## src/hw/rtl/mupe_pkg.sv

```systemverilog
// ----------------------------------------------------------------------------
// mupe_pkg - shared types and constants for the max-unpool plane engine
// Opcodes, the command word passed front to back, the result word and the
// back-end sequencer states.
// ----------------------------------------------------------------------------
package mupe_pkg;

   localparam int OPC_W  = 2;
   localparam int IDX_W  = 16;
   localparam int VAL_W  = 32;
   localparam int SIZE_W = 13;

   // plane size after reset
   localparam logic [SIZE_W-1:0] SIZE_RESET = 13'd4096;

   // saturation limits of Q16.16
   localparam logic [VAL_W-1:0] VAL_MAX = 32'h7FFF_FFFF;
   localparam logic [VAL_W-1:0] VAL_MIN = 32'h8000_0000;

   typedef enum logic [OPC_W-1:0] {
      OP_WRITE      = 2'd0,
      OP_READ_CLEAR = 2'd1,
      OP_GATHER     = 2'd2
   } opcode_type;

   // classified command: raw opcode (code 3 is a no-op) plus range check
   typedef struct packed {
      logic [OPC_W-1:0]        opcode;
      logic                    hit;
      logic [IDX_W-1:0]        index;
      logic signed [VAL_W-1:0] value;
   } cmd_type;

   typedef struct packed {
      logic signed [VAL_W-1:0] value;
      logic                    in_range;
      logic                    saturated;
   } rsp_type;

   typedef enum logic [1:0] {
      BK_CLEAR = 2'd0,
      BK_IDLE  = 2'd1,
      BK_READ  = 2'd2
   } back_state_type;

endpackage

```

## src/hw/rtl/mupe_front.sv

```systemverilog
// ----------------------------------------------------------------------------
// mupe_front - request intake and classification
// Holds the plane size register, checks the index against the live size
// and pushes a classified command word into the command queue.
// ----------------------------------------------------------------------------
module mupe_front #(
   parameter int PLANE_DEPTH = 4096
) (
   input  logic                                 clock,
   input  logic                                 reset,
   input  logic                                 csr_wr_en,
   input  logic [mupe_pkg::SIZE_W-1:0]          csr_wr_data,
   input  logic                                 req_push,
   input  logic [mupe_pkg::OPC_W-1:0]           req_opcode,
   input  logic [mupe_pkg::IDX_W-1:0]           req_index,
   input  logic signed [mupe_pkg::VAL_W-1:0]    req_value,
   output logic                                 req_full,
   input  logic                                 cmd_full,
   input  logic                                 clearing,
   output logic                                 cmd_push,
   output mupe_pkg::cmd_type                    cmd_data
);
   import mupe_pkg::*;

   // 17 bits hold both a 16-bit index and a depth of 65536
   localparam int LiveW = IDX_W + 1;
   localparam logic [LiveW-1:0] DepthW = LiveW'(PLANE_DEPTH);

   logic [SIZE_W-1:0] size_ff, size_in;
   logic [LiveW-1:0]  size_ext;
   logic [LiveW-1:0]  live_size;

   assign size_in   = csr_wr_en ? csr_wr_data : size_ff;
   assign size_ext  = LiveW'(size_ff);
   assign live_size = (size_ext < DepthW) ? size_ext : DepthW;

   always_ff @(posedge clock) begin
      if (reset) begin
         size_ff <= SIZE_RESET;
      end else begin
         size_ff <= size_in;
      end
   end

   // no intake while the store is being zeroed
   assign req_full = cmd_full || clearing;
   assign cmd_push = req_push && !req_full;

   always_comb begin
      cmd_data.opcode = req_opcode;
      cmd_data.hit    = ({1'b0, req_index} < live_size);
      cmd_data.index  = req_index;
      cmd_data.value  = req_value;
   end

endmodule

```

## config.mk

```make
export PLATFORM = sky130hd
export DESIGN_NAME = mupe_front
export DESIGN_NICKNAME = d
export VERILOG_FILES = /design/src/hw/rtl/mupe_pkg.sv /design/src/hw/rtl/mupe_front.sv
export SDC_FILE = /design/constraint.sdc
export NUM_CORES = 1
export LEC_CHECK = 0
export BUFFER_PORTS_ARGS = -buffer_cell sky130_fd_sc_hd__buf_2
export CORE_ASPECT_RATIO = 0.5
export CORE_MARGIN = 2
export CORE_UTILIZATION = 38
export DETAILED_ROUTE_END_ITERATION = 16
export PLACE_DENSITY = 0.86
export SLEW_MARGIN = 0
export SYNTH_ARGS = -nofsm -noshare
export SYNTH_HDL_FRONTEND = slang
export SYNTH_SLANG_ARGS = --single-unit
```

## constraint.sdc

```tcl
create_clock -name clock -period 3.2 [get_ports clock]
set_input_delay 0.64 -clock clock [delete_from_list [all_inputs] [get_ports clock]]
set_output_delay 0.64 -clock clock [all_outputs]
set_load 0.05 [all_outputs]
```

== After elaboration in Yosys (flattened, before gate mapping) ==
Cells that the tools add are included.
W data, S select, Z words.

* Bits in registers: 13
* Input bits: 69
* Output and inout bits: 53
* Logic and storage cells: 7

* Magnitude comparators: 2
* Mux-type cells: 1
* Reductions and logical operators: 3

{| class="wikitable"
|+ Operators by type and width
! operator !! number
|-
| $lt A16 B13 Y1 || 1
|-
| $lt A13 B13 Y1 const B || 1
|-
| $mux W13 || 1
|-
| $logic_and A1 B1 Y1 || 1
|-
| $logic_not A1 Y1 || 1
|-
| $logic_or A1 B1 Y1 || 1
|}

== Logic depth before layout (Yosys ltp) ==
* Depth in word-level cells: 3
* Mapped depth: 8

== Worst setup path before layout ==
No wires, ideal clock.

* Path type: register -> output
* Start point: register size_ff[12]
* End point: output port cmd_data[48] (netlist bit)
* Arrival: 2,081 ps
* Data required time: 2,560 ps
* Slack: 479 ps
* Cell stages (with the launch flop): 9
* Path buffers: 1
* Cells stage by stage: dfxtp_1 inv_1 clkbuf_1 nand2_1 ha_1 and3_2 a221o_1 a21oi_1 o31a_1

{| class="wikitable"
|+ RTL lines
! item !! RTL line !! text
|-
| start: declaration || mupe_front.sv:29 || <nowiki>logic [SIZE_W-1:0] size_ff, size_in;</nowiki>
|-
| start signal: assignment || mupe_front.sv:41 || <nowiki>size_ff <= size_in;</nowiki>
|-
| end: declaration || mupe_front.sv:21 || <nowiki>output mupe_pkg::cmd_type cmd_data</nowiki>
|}

==> flow_summary_export.csv <==
group,metric,value,unit
place,place_hpwl,2290,um
pwr,vdd_drop_max,174,uV
drt,wl_met1,693,um
drt,dr_wl_met2,1490,um
global_routing,antenna_found_initial,0,
drt,drt-wirelength-per-cell,13.9,um
worst_hold_path,hold_class,"reg -> reg",
clock_network,cts_setup_buffers,0,
worst_hold_path,whs_path_depth,2,
timing,fmax,334,MHz
floorplanning,ioPinCount,122,
drt,dr_total_vias,868,
logic_synthesis,synth_cells,141,
finish,layout-drive-gt1-share,40.3,%
setup_path,worstPathCellList,"inv_1 -> nand2_1 -> ha_1 -> and3_2 -> a221o_1 -> a21oi_1 -> o31a_1 -> buf_2",
floorplanning,die_area,3530,um2
place,finalWeightedCongestion,0.737,
worst_hold_path,hp-start,"size_ff[10]$_SDFFE_PP0P_",
drt,routed-wl-met3,332,um
timing,finalClockSkew,0,ns
global_routing,grt_max_degree,15,
floorplanning,initial_core_util,39.1,%
setup_path,required,2.56,ns
setup_path,crit_type,"reg -> out",
clock_network,cts.repair.resized,0,
setup_path,cp_max_fo,13,
clock_network,clk_root_buffer_cell,"clkbuf_8",
timing,slew_headroom,74.4,%
timing,final-max-slew-violation-count,0,
timing,period_share,93.6,%
setup_path,timing.rr.start,"size_ff[12]$_SDFFE_PP1P_",
clock_network,htreeDepth,1,
clock_network,ctsHoldBuffers,0,
drt,vias_per_cell,4.72,
floorplanning,die_h,43.0,um
logic_synthesis,synth_area_leader_cell,"buf_4",
drt,drtPass1Iterations,5,
place,placed_cells,180,
floorplanning,core,2960,um2
finish,finalNonFillerCells,184,
pwr,powerDensity,403,nW/um2
floorplanning,num_rows,14,
setup_path,cp-startpoint,"size_ff[12]$_SDFFE_PP1P_",
setup_path,worstSetupEndpointType,"output port",
outcome,status,"finished, final reports clean",
logic_synthesis,yosysWarnings,0,
global_routing,grt_overflow,0,
drt,ant_nets,0,
clock_network,clk_pin_slew,0.05,ns
logic_synthesis,postSynthAreaPerCell,8.22,um2
finish,final_common_cell,"buf_2",
logic_synthesis,synth_area_leaders,"buf_4, dfxtp_1, ha_1",
finish,syn_to_final_growth,-2.81,%
drt,wl,2560,um
setup_path,cpPeakStageDelay,0.33,ns
clock_network,insertion_delay,0.24,ns
timing,setup_violations,0,
clock_network,cts_buffer_depth,2,
finish,diodes,0,
global_routing,grt_pass1_vias,877,
logic_synthesis,synth-seq-cells,13,
setup_path,cp.arrival,2.36,ns
timing,finalCriticalPeriod,3.00,ns
finish,largest_register_ffs,13,
clock_network,tritoncts.num_buffers,3,
logic_synthesis,synth_cell_types,21,
logic_synthesis,synthesis.nets,222,
setup_path,start_kind,"flip-flop",
timing,fin_tns_setup,0,ns
finish,regMostFlops,"size_ff",
timing,hold_viol,0,
setup_path,crit_slowest_cell,"a221o_1",
finish,num-nets-final,226,
drt,drc,0,
finish,fillers,287,
run,maxCapViolCount,0,
finish,reg_top3,"size_ff x13",
drt,top_layer,"met4",
finish,final_cell_mix,"buf_2, nand2_1, nor2_1",
timing,rsz0062_at_grt,"no",
setup_path,rr_worst_depth,2,
logic_synthesis,yosysSeqAreaShare,22.5,%
clock_network,cts_sinks,13,
global_routing,grt_usage,14.3,%
clock_network,cts_tree,"built",
logic_synthesis,synth_top_area_share,32.4,%
floorplanning,fp.dieW,82.1,um
pwr,p_leak,0.000586,uW
global_routing,grt_pass1_wl,3770,um
drt,first_iter_violations,10,
timing,tightest_slew,0.384,ns
place,portBuffers,53,
logic_synthesis,synth_area,1160,um2
## layer usage
metal	GRT usage, %	vias up
met4	6.33	0
met1	10.6	392
met2	31.2	47
met5	0	-
li1	-	421
met3	5.32	8
## layout make-up
| class | instances | area [um2] | share of cell area, % |
|---|---|---|---|
| clock buffer | 4 | 45.0 | 4.00 |
| inverter | 3 | 11.3 | 1.00 |
| multi-input combinational | 71 | 494 | 43.9 |
| sequential | 13 | 260 | 23.1 |
| tap | 40 | 50.0 | 4.44 |
| timing repair buffer | 53 | 265 | 23.6 |
## worst max-delay path, delay by kind of cell (launching register included)
kind            cells  cell delay, ns
compound gates      3            0.63
buf+inv             2            0.56
simple gates        2            0.30
flops               1            0.31
fa+ha+maj           1            0.31
## Yosys cell counts
cell      number
dfxtp_1       13
or3b_1         1
o31a_1         1
mux2i_1       12
a221o_1        1
nor2_1        14
buf_4         50
a21oi_1        5
nand2_1       16
and3_2         1
o21ai_0        1
or4_1          1
clkbuf_1       2
inv_1          3
ha_1          12
or2_2          1
a21o_1         1
a211oi_1       1
buf_2          2
nand3_1        2
o211ai_1       1
## power by group
group / internal (uW) / switching (uW)
Combinational: 47.0 / 85.4
Clock: 87.9 / 56.8
Sequential: 172 / 4.97
Total: 307 / 147
## per-stage QoR
step | util, % | hold WS (ns) | cell area (um2) | setup WS [ns] | power [uW]
after floorplan | - | 0.451 | 1160 | 0.479 | 398
final | 38.0 | 0.499 | 1130 | 0.204 | 454
after global placement | 36.5 | 0.467 | 1080 | 0.443 | 308
after CTS | 38.0 | 0.502 | 1130 | 0.206 | 457
after global routing | 38.0 | 0.541 | 1130 | 0.0968 | 480
after detailed placement | 36.5 | 0.485 | 1080 | 0.422 | 313
## cell families (layout without fill, tap and decap cells)
group | after synthesis | count (layout) | share of synthesized area (%)
muxes | 12 | 12 | 10.4
buffers and inverters | 57 | 60 | 34.9
DFF | 13 | 13 | 22.5
AOI/OAI and AO/OA | 11 | 11 | 6.16
adders and majority gates | 12 | 12 | 13.0
and+or+nand+nor | 36 | 36 | 13.2
## final timing paths
path	end	slack [ns]
max reg2reg	size_ff[12]$_SDFFE_PP1P_	2.30
min	size_ff[10]$_SDFFE_PP0P_	0.50
min reg2reg	size_ff[10]$_SDFFE_PP0P_	0.50
max	cmd_data[48]	0.20
No activity file was read; power rests on OpenSTA's default activity.
