--- src/hw/rtl/mupe_fifo.sv ---
// ----------------------------------------------------------------------------
// mupe_fifo - small register queue
// Used between front and back and in front of the result port.
// ----------------------------------------------------------------------------
module mupe_fifo #(
   parameter int WIDTH = 8,
   parameter int DEPTH = 2
) (
   input  logic             clock,
   input  logic             reset,
   input  logic             push,
   input  logic [WIDTH-1:0] push_data,
   input  logic             pop,
   output logic [WIDTH-1:0] pop_data,
   output logic             full,
   output logic             empty
);

   localparam int PtrW = $clog2(DEPTH);
   localparam int CntW = $clog2(DEPTH + 1);
   localparam logic [PtrW-1:0] LastPtr = PtrW'(DEPTH - 1);
   localparam logic [CntW-1:0] FullCnt = CntW'(DEPTH);

   logic [WIDTH-1:0] slot_ff [DEPTH];
   logic [PtrW-1:0]  wptr_ff, wptr_in;
   logic [PtrW-1:0]  rptr_ff, rptr_in;
   logic [CntW-1:0]  cnt_ff, cnt_in;
   logic             do_push, do_pop;

   assign do_push = push && !full;
   assign do_pop  = pop && !empty;
   assign full    = (cnt_ff == FullCnt);
   assign empty   = (cnt_ff == '0);
   assign pop_data = slot_ff[rptr_ff];

   always_comb begin
      wptr_in = wptr_ff;
      rptr_in = rptr_ff;
      cnt_in  = cnt_ff;
      if (do_push) begin
         wptr_in = (wptr_ff == LastPtr) ? '0 : wptr_ff + 1'b1;
      end
      if (do_pop) begin
         rptr_in = (rptr_ff == LastPtr) ? '0 : rptr_ff + 1'b1;
      end
      if (do_push && !do_pop) begin
         cnt_in = cnt_ff + 1'b1;
      end else if (do_pop && !do_push) begin
         cnt_in = cnt_ff - 1'b1;
      end
   end

   always_ff @(posedge clock) begin
      if (reset) begin
         wptr_ff <= '0;
         rptr_ff <= '0;
         cnt_ff  <= '0;
      end else begin
         wptr_ff <= wptr_in;
         rptr_ff <= rptr_in;
         cnt_ff  <= cnt_in;
      end
   end

   always_ff @(posedge clock) begin
      if (do_push) begin
         slot_ff[wptr_ff] <= push_data;
      end
   end

endmodule

--- config.mk ---
export PLATFORM = sky130hd
export DESIGN_NAME = mupe_fifo
export DESIGN_NICKNAME = d
export VERILOG_FILES = /design/src/hw/rtl/mupe_fifo.sv
export SDC_FILE = /design/constraint.sdc
export NUM_CORES = 1
export LEC_CHECK = 0
export ABC_CLOCK_PERIOD_IN_PS = 4300
export BUFFER_PORTS_ARGS = -buffer_cell sky130_fd_sc_hd__buf_2
export CORE_MARGIN = 2
export CORE_UTILIZATION = 52
export CTS_CLUSTER_DIAMETER = 80
export DETAILED_ROUTE_END_ITERATION = 10
export GPL_TIMING_DRIVEN = 0
export PLACE_DENSITY = 0.77
export SLEW_MARGIN = 20
export SYNTH_ARGS = -nofsm -noshare
export SYNTH_HDL_FRONTEND = slang
export SYNTH_SLANG_ARGS = --single-unit
--- constraint.sdc ---
create_clock -name clock -period 4.3 [get_ports clock]
set_clock_uncertainty 0.1 [all_clocks]
set_input_delay 0 -clock clock [delete_from_list [all_inputs] [get_ports clock]]
set_output_delay 0 -clock clock [all_outputs]
set_load 0.03 [all_outputs]
======== After elaboration in Yosys (flattened, before gate mapping) ========
Memory sizes are Yosys's and may differ from the RTL's. A register that Yosys moved wholly into a read port is not among the register bits.
Cells that the tools add are included.
storage, ports and cells
  flip-flop bits (word level) ............. 4
  RAM bits ................................ 16
  logic and storage cells ................. 27
  memories kept ........................... 1
memory list
  name     words  width  rd ports  clocked after memory_dff  wr ports  line  RTL
  slot_ff  2      8      1         1                         1         24    logic [WIDTH-1:0] slot_ff [DEPTH];
operators by class
  add/subtract/negate cells ............... 4
  equality and inequality tests ........... 1
  multiplexer cells ....................... 8
  reduce and logical (&&, ||, !) cells .... 10
operators by type and width
  operator               number
  $mux W1                6
  $logic_and A1 B1 Y1    4
  $logic_not A1 Y1       4
  $mux W2                2
  $add A1 B1 Y1 const B  2
  $add A2 B1 Y2 const B  1
  $eq A2 B2 Y1 const B   1
  $logic_not A2 Y1       1
  $reduce_bool A2 Y1     1
  $sub A2 B1 Y2 const B  1

======== Longest topological paths before layout ========
Gate-level depths: netlist (run 1).
  word-level depth ........................ 7
  depth in mapped cells ................... 6

======== Worst setup path after synthesis (run 1) ========
Ideal clock, no wire load.
  path type ............................... flip-flop to flip-flop
  start point ............................. register cnt_ff[1]
  end point ............................... register cnt_ff[1]
  library setup time ...................... 0.070 ns
  data arrival time ....................... 1.602 ns
  data required time ...................... 4.130 ns
  setup slack ............................. 2.528 ns
  stages on the path, launching flop included .. 6
  path buffers ............................ 0
  cells stage by stage .................... dfxtp_1 -> nor2b_2 -> nor2_1 -> ha_1 -> or3_1 -> a21oi_1
between the ends
  longest elaborated chain between the ends .. 6
ends and longest elaborated chain
  what                                 line  RTL
  start: declaration                   27    logic [CntW-1:0] cnt_ff, cnt_in;
  start signal: assignment             61    cnt_ff <= cnt_in;
  $eq A2 B2 Y1 (*)                     32    assign full = (cnt_ff == FullCnt);
  named net full                       15    output logic full,
  $logic_not A1 Y1 (*)                 30    assign do_push = push && !full;
  $logic_and A1 B1 Y1 (*)              30
  $logic_not A1 Y1                     48    end else if (do_pop && !do_push) begin
  $logic_and A1 B1 Y1                  48
  $reduce_bool A2 Y1 (no source line)  -
Mark *: on every way through the listed nets, which the timed path passes. The rest lies on a longest branch. The select of a mux whose other input is x is not followed.
A chain may end at the register's enable or synchronous reset.

======== Worst setup path in the final report (run 1) ========
  start point ............................. register cnt_ff[0]
  end point ............................... register cnt_ff[1]
between the ends
  longest elaborated chain between the ends .. 6
ends and longest elaborated chain
  what                                                            line
  $eq A2 B2 Y1 or $logic_not A2 Y1 (tied branches)                32, 33
  $logic_not A1 Y1 (on tied branches)                             30, 31
  $logic_and A1 B1 Y1 (on tied branches)                          30, 31
  $logic_not A1 Y1 (on tied branches)                             48, 46
  $logic_and A1 B1 Y1 (on tied branches)                          48, 46
  $reduce_bool A2 Y1 (no source line) or $mux W2 (tied branches)  -
Parallel ways exist; a longest one is shown, timed or not. The select of a mux whose other input is x is not followed.

==> results.toml, run 1 <==
[outcome]
status = "finished, final reports clean"

[layout]
seqCellArea_um2 = 581
fillers = 110
num_antenna_cells = 0
drive_above_1_share = 0.400
layout.cells.most_common_list = "buf_2 (22), edfxtp_1 (16), dlygate4sd3_1 (10), mux2_2 (8)"
final_common_cell = "buf_2"
nets = 99
area_growth_pct = 31.7
multi_input_area_um2 = 200

[drt]
viasPerCell = 4.94
drt_iter0_markers = 5
drc = 0
wirelength_um = 1240
ant_nets = 0
vias = 499
wire_per_inst_um = 12.3
wl_met1_um = 545
highest_layer = "met4"
met3_length_um = 67
met2WireLength_um = 607
first_pass_iters = 4

[yosys]
ys_seq_area_frac = 0.732
netlist_instances = 50
netlist.area_leader.share = 0.606
synthTopCellsByArea = "edfxtp_1 (61%), dfxtp_1 (13%), mux2_2 (11%), xor2_1 (3.3%), nor2_1 (2.4%)"
ys_ff_latch = 21
yosysWarningCount = 0
syn_nets = 63
syn_avg_cell_area_um2 = 15.9
synthesis.area_um2 = 793
yosysUniqueCellTypes = 13
synth_area_leader_cell = "edfxtp_1"

[setup_path]
path_class = "reg -> reg"
ff2ff_path_depth = 4
worst_setup_path_start_kind = "register"
worstReg2RegEnd = "cnt_ff[1]"
critPathCaptureType = "register"
reg2reg_from = "cnt_ff[0]"
cp_slowest_cell = "dfxtp_1"
cp.arrival_ps = 1820
cp_max_fo = 5
startpoint = "cnt_ff[0]"
cp-endpoint = "cnt_ff[1]"
worstPathRequired_ps = 4440
max_stage_delay_ps = 380
r2r_setup_slack_ps = 2610
crit_chain = "o21ai_0, ha_1, or3_1, a21oi_1"

[clock_network]
cts_buffers = 3
clockBufferDepth = 2
ctsHoldBuffers = 10
cts_sinks = 21
postCtsSetupBuffers = 0
clock_latency_ps = 300
clock_tree.root_cell = "clkbuf_4"
cts_tree = "done"
htree_levels = 1
cts-resized-gates = 0
cts.reportedPaths.clkPinSlew_ps = 100

[sta]
finalSetupViolCount = 0
max_freq_mhz = 593
finalSetupTns_ps = 0
final.min_clock_period_ps = 1690
post-route-period-util = 0.392
hold_viol_final = 0
relSlewSlack = 0.755
tightest_slew_ps = 367
grt_setup_unrepaired = "false"
drv_slew = 0

[grt]
antenna_found_initial = 0
grt_pass1_vias = 548
grt_pass1_wl_um = 2100
overflow = 0
grt_max_degree = 12
grt.total_usage = 0.155

[flow_run]
max_cap_violations = 0

[worst_hold_path]
hold_class = "in -> reg"

[floorplanning]
die_h_um = 43.1
start_util = 0.539
die-area_mm2 = 0.00185
rows = 14
ioPinCount = 22
die_w_um = 43.1
core_mm2 = 0.00147

[pwr]
leakagePower_uw = 0.000425
vdd_drop_max_uv = 351
power_uw = 596
power_density_mw_per_mm2 = 570

[place]
portBuffers = 21
place_congestion = 0.609
dp_hpwl_um = 817
==> Yosys cell counts <==
library cell	count
a21oi_1	2
nor2b_2	1
mux2_2	8
inv_1	2
and2_1	1
ha_1	1
o21ai_0	3
dfxtp_1	5
or3_1	2
xor2_1	3
buf_2	1
edfxtp_1	16
nor2_1	5
==> layer usage <==
metal,track usage,up-vias
li1,-,252
met2,0.285,20
met4,0.0545,0
met1,0.172,224
met5,0,-
met3,0.0383,3
==> critical path, delay by kind of cell (launching register included) <==
kind / cells / cell delay (ps)
AO/OA/AOI/OAI: 2 / 460
adder cells (fa/ha/maj): 1 / 320
AND/OR/NAND/NOR: 1 / 370
flip-flops: 1 / 380
==> sequential cells by signal (all words and copies together), names as in the netlist, named ones only <==
signal,cells
cnt_ff,2
slot_ff,16
wptr_ff,1
rptr_ff,1
==> worst min-delay path by stage <==
stage	start	endpoint	slack [ps]	depth (start not counted)
after floorplan	reset	cnt_ff[1]	-30	1
after global placement	push_data[0]	slot_ff[1][0]	90	1
after detailed placement	push_data[3]	slot_ff[0][3]	90	1
after CTS	pop	register	40	4
after global routing	pop	rptr_ff	80	4
final	pop	register	40	4
==> kinds of logic after synthesis <==
group                      after synthesis  share of synthesized area
DFF                                     21                      0.732
and+or+nand+nor                          9                     0.0584
muxes                                    8                      0.114
AOI/OAI and AO/OA                        5                     0.0315
xor gates and xnor gates                 3                     0.0331
buffers and inverters                    3                     0.0158
adders and majority gates                1                     0.0158
==> power breakdown <==
| group | internal [uW] | leakage, uW | switching (uW) |
|---|---|---|---|
| logic | 88.4 | 0.000219 | 141 |
| registers | 259 | 0.000191 | 17.3 |
| clock network | 36.2 | 0.0000150 | 54.1 |
| total | 383 | 0.000425 | 212 |
==> metrics by stage <==
step	utilization	area (um2)	instances	hold WS (ps)	setup slack (ps)
finish	0.710	1040	101	38.7	2610
floorplan	-	793	50	-30.9	2530
global route	0.710	1040	101	82.6	2470
CTS	0.710	1040	101	35.1	2610
detailed placement	0.624	918	87	92.1	2640
global placement	0.624	918	87	88.6	2670
==> layout make-up <==
class                           instances  area share
Clock buffer                            4      0.0251
Sequential cell                        21       0.556
Buffer                                  1     0.00479
Tap cell                               16      0.0192
Inverter                                2     0.00719
Multi-Input combinational cell         26       0.192
Timing Repair Buffer                   31       0.196
No activity file was read; power rests on OpenSTA's default activity.
==> run 2, diff against run 1 <==
- ABC_AREA: not set -> 1
- ABC_CLOCK_PERIOD_IN_PS: 4300 -> 1470
- CORE_UTILIZATION: 52 -> 44
- PLACE_DENSITY: 0.77 -> 0.69
- clock period: 4.3 -> 1.47 ns (I/O delays scaled with it)
==> results.toml, run 2 <==
[clock_network]
clock_latency_ps = 300
cts_buffers = 3
cts.reportedPaths.clkPinSlew_ps = 110
clockBufferDepth = 2
cts_sinks = 21
cts_tree = "done"
clock_tree.root_cell = "clkbuf_4"
htree_levels = 1

[layout]
multi_input_area_um2 = 241
largest_reg_flops = 16
fillers = 151
area_growth_pct = 40.5
largest_register = "slot_ff"
drive_above_1_share = 0.475
num_antenna_cells = 0
nets = 115
seqCellArea_um2 = 586
top_regs = "slot_ff (16), cnt_ff (2)"
layout.cells.most_common_list = "buf_2 (21), edfxtp_1 (16), dlygate4sd3_1 (11), mux2_2 (8), nor2_1 (7)"
final_common_cell = "buf_2"
finalCoreUtilization = 0.667

[sta]
relSlewSlack = 0.702
tightest_slew_ps = 446
setup_slack_ps = 55.7
drv_slew = 0
final.min_clock_period_ps = 1410
post-route-period-util = 0.962
finalSetupViolCount = 0
hold_viol_final = 0
max_freq_mhz = 707

[yosys]
syn_nets = 75
netlist_instances = 62
yosysUniqueCellTypes = 16
ys_async_sr_fraction = 0
yosys.cell_count.top_type = "edfxtp_1"
syn_avg_cell_area_um2 = 13.4
synthesis.area_um2 = 828
ys.flop_type = "edfxtp_1"
synth_area_leader_cell = "edfxtp_1"
yosysWarningCount = 0
netlist.area_leader.share = 0.580
ys_ff_latch = 21
synthTopCellsByArea = "edfxtp_1 (58%), dfxtp_1 (12%), mux2_2 (11%), nor2_1 (4.1%), inv_1 (3.2%)"
ys_seq_area_frac = 0.701
synthTopCellsByCount = "edfxtp_1 (16), nor2_1 (9), mux2_2 (8)"
synth_edf_count = 16

[setup_path]
worstPathRequired_ps = 1370
ff2ff_path_depth = 6
path_buf_inv = 2
crit_cells = 3
path_class = "reg -> out"
crit_chain = "buf_4, mux2_2, buf_2"
cp_max_fo = 8
max_stage_delay_ps = 340
cp.arrival_ps = 1310
critPathTopFamily = "multiplexers"
critPathCaptureType = "output pin"
worst_setup_path_start_kind = "register"
cp_slowest_cell = "mux2_2"

[floorplanning]
start_util = 0.475
core_mm2 = 0.00175
die_w_um = 47.4
die_h_um = 47.4
ioPinCount = 22
die-area_mm2 = 0.00225
rows = 15

[worst_hold_path]
hold_class = "in -> reg"
min_path_cells = 2

[drt]
wire_per_inst_um = 12.1
wirelength_um = 1530
drt_iter0_markers = 19
first_pass_iters = 4
ant_nets = 0
vias = 600
viasPerCell = 4.76
drc = 0

[grt]
overflow = 0
grt_pass1_vias = 544
antenna_found_initial = 0
grt.total_usage = 0.146
grt_max_degree = 12
grt_pass1_wl_um = 2170

[outcome]
status = "finished, final reports clean"

[place]
pre_cts_slack_ps = -268
place_congestion = 0.741
portBuffers = 21

[pwr]
leakagePower_uw = 0.000474
power_uw = 1920
vdd_drop_max_uv = 1510
power_density_mw_per_mm2 = 1650

[flow_run]
max_cap_violations = 0
[run 2: what timing repair did]
action | 4_1_cts | 5_1_grt
hold buffers | 11 | 0
endpoints found under the hold margin | 21 | 0
resized for setup | 7 | 5
pin swaps | 1 | 1
buffers inserted | 1 | 2
endpoints found under the setup margin | 26 | 18
gates cloned | 0 | 0
[run 2: per-stage QoR]
step	instances	hold slack, ps	cell area (um2)	TNS (ps)
after CTS	124	303	1130	0
after floorplan	62	-1.13	828	0
final	126	312	1160	0
after detailed placement	108	93.4	965	-3770
after global placement	108	87.3	965	-2760
after global routing	126	318	1160	-7.33
[run 2: final cells by class]
type / count / area share
Multi-Input combinational cell: 31 / 0.208
Clock buffer: 4 / 0.0226
Buffer: 1 / 0.00645
Tap cell: 25 / 0.0269
Inverter: 9 / 0.0290
Timing Repair Buffer: 35 / 0.204
Sequential cell: 21 / 0.503
[run 2: cells by family after synthesis]
family | after synthesis | share of synthesized area
adder cells (fa/ha/maj) | 1 | 0.0151
AND/OR/NAND/NOR | 16 | 0.0831
flip-flops | 21 | 0.701
multiplexers | 8 | 0.109
buffers and inverters | 10 | 0.0468
AO/OA/AOI/OAI | 6 | 0.0453
[run 2: worst paths after layout]
path	endpoint	start	slack [ps]
worst max-delay path	pop_data[6]	register	60
worst min-delay path	slot_ff[0][7]	push_data[7]	310
worst min register to register	cnt_ff[0]	cnt_ff[0]	430
worst max register to register	cnt_ff[0]	cnt_ff[0]	60
[run 2: per-layer routing]
layer  routed length [um]  GRT usage
met2                  826      0.262
met1                  600      0.160
met5                    0          0
met4                   27     0.0833
met3                   70     0.0231
[run 2: report_power, final]
part           internal, uW  switching, uW
combinational           333            480
sequential              768           66.4
clock                   106            171
==> run 3, diff against run 2 <==
- ABC_AREA: 1 -> not set
- PLACE_DENSITY: 0.69 -> 0.7
==> results.toml, run 3 (synthesis gave the netlist of run 1 again) <==
[outcome]
status = "finished, violations left"
failed_checks = "setup timing"

[drt]
drc = 0
first_pass_iters = 4
wire_per_inst_um = 11.3
drt_iter0_markers = 10
wirelength_um = 1280
viasPerCell = 4.53
vias = 512
ant_nets = 0

[sta]
tightest_slew_ps = 228
drv_slew = 0
setup_slack_ps = -34.8
finalSetupTns_ps = -34.8
grt_setup_unrepaired = "true"
post-route-period-util = 1.02
final.min_clock_period_ps = 1500
relSlewSlack = 0.848
finalSetupViolCount = 1
hold_viol_final = 0
max_freq_mhz = 665

[layout]
num_antenna_cells = 0
top_regs = "slot_ff (16), cnt_ff (2)"
final_area_mm2 = 0.00112
instances_no_fill = 113
fillers = 133
layout.cells.most_common_list = "buf_2 (21), edfxtp_1 (16), dlygate4sd3_1 (11), mux2_2 (8), nor2_1 (4)"
largest_register = "slot_ff"
final_common_cell = "buf_2"
drive_above_1_share = 0.500
area_growth_pct = 41.6
nets = 102
largest_reg_flops = 16

[place]
dpl_cell_area_um2 = 937
pre_cts_slack_ps = -170
place_congestion = 0.624
dp.cells = 96
portBuffers = 21
dp_hpwl_um = 805

[grt]
grt_pass1_vias = 477
antenna_found_initial = 0
grt.total_usage = 0.138
overflow = 0
grt_max_degree = 13
grt_pass1_wl_um = 1960

[clock_network]
cts.reportedPaths.clkPinSlew_ps = 110
cts_sinks = 21
clock_latency_ps = 300
clock_tree.root_cell = "clkbuf_4"
cts_buffers = 3
htree_levels = 1
cts_tree = "done"
clockBufferDepth = 2

[setup_path]
worst_setup_path_start_kind = "register"
cp.arrival_ps = 1640
max_stage_delay_ps = 380
cp_max_fo = 4
worstPathRequired_ps = 1600
cp_slowest_cell = "dfxtp_4"
critPathTopFamily = "simple AND/OR/NAND/NOR gates"
path_class = "reg -> reg"
critPathCaptureType = "register"
path_buf_inv = 0
crit_chain = "nor2b_4, nor2_4, ha_4, xor2_1, or3_1, a21oi_1"

[floorplanning]
core_mm2 = 0.00171
start_util = 0.464
ioPinCount = 22
die_h_um = 46.5
rows = 15
die_w_um = 46.5
die-area_mm2 = 0.00216

[pwr]
leakagePower_uw = 0.000448
power_density_mw_per_mm2 = 1670
vdd_drop_max_uv = 1470

[flow_run]
max_cap_violations = 0

[worst_hold_path]
hold_class = "in -> reg"
==> run 3: final cells by class <==
cell class,instances,area [um2],area share
Clock inverter,1,5.00,0.00445
Inverter,2,7.51,0.00668
Multi-Input combinational cell,26,230,0.205
Tap cell,25,31.3,0.0278
Timing Repair Buffer,34,230,0.205
Clock buffer,3,22.5,0.0200
Buffer,1,11.3,0.0100
Sequential cell,21,586,0.521
==> run 3: layer usage <==
layer  global-route usage  vias to the layer above  wire length [um]
met2                0.242                       17               675
met3               0.0392                        2                50
met1                0.143                      234               531
met5                    0                        -                 0
met4               0.0857                        0                21
li1                     -                      259                 -
==> run 3: where the power goes <==
part           total [uW]  switching [uW]  internal (uW)
registers             825            58.1            767
clock network         271             170            101
logic                 785             447            338
total                1880             675           1210
==> run 3: path summary, 6_finish.rpt <==
kind	end	cells past startpoint	startpoint	slack [ps]
max	cnt_ff[1]	6	cnt_ff[1]	-30
min reg2reg	wptr_ff	2	wptr_ff	400
max reg2reg	cnt_ff[1]	6	cnt_ff[1]	-30
min	slot_ff[0][2]	2	push_data[2]	320
==> run 3: repair_timing <==
item / 4_1_cts / 5_1_grt
endpoints found under the setup margin: 10 / 9
pin swaps: 3 / 2
hold buffers: 11 / 0
endpoints found under the hold margin: 21 / 0
gates resized for setup: 6 / 5
setup buffers: 1 / 1
==> run 3: stage by stage <==
step	hold WS [ps]	util	total power (uW)
finish	316	0.658	1880
global route	307	0.658	1990
CTS	311	0.640	1830
detailed placement	93.5	0.549	1500
global placement	89.2	0.549	1480
floorplan	-38.3	-	1330
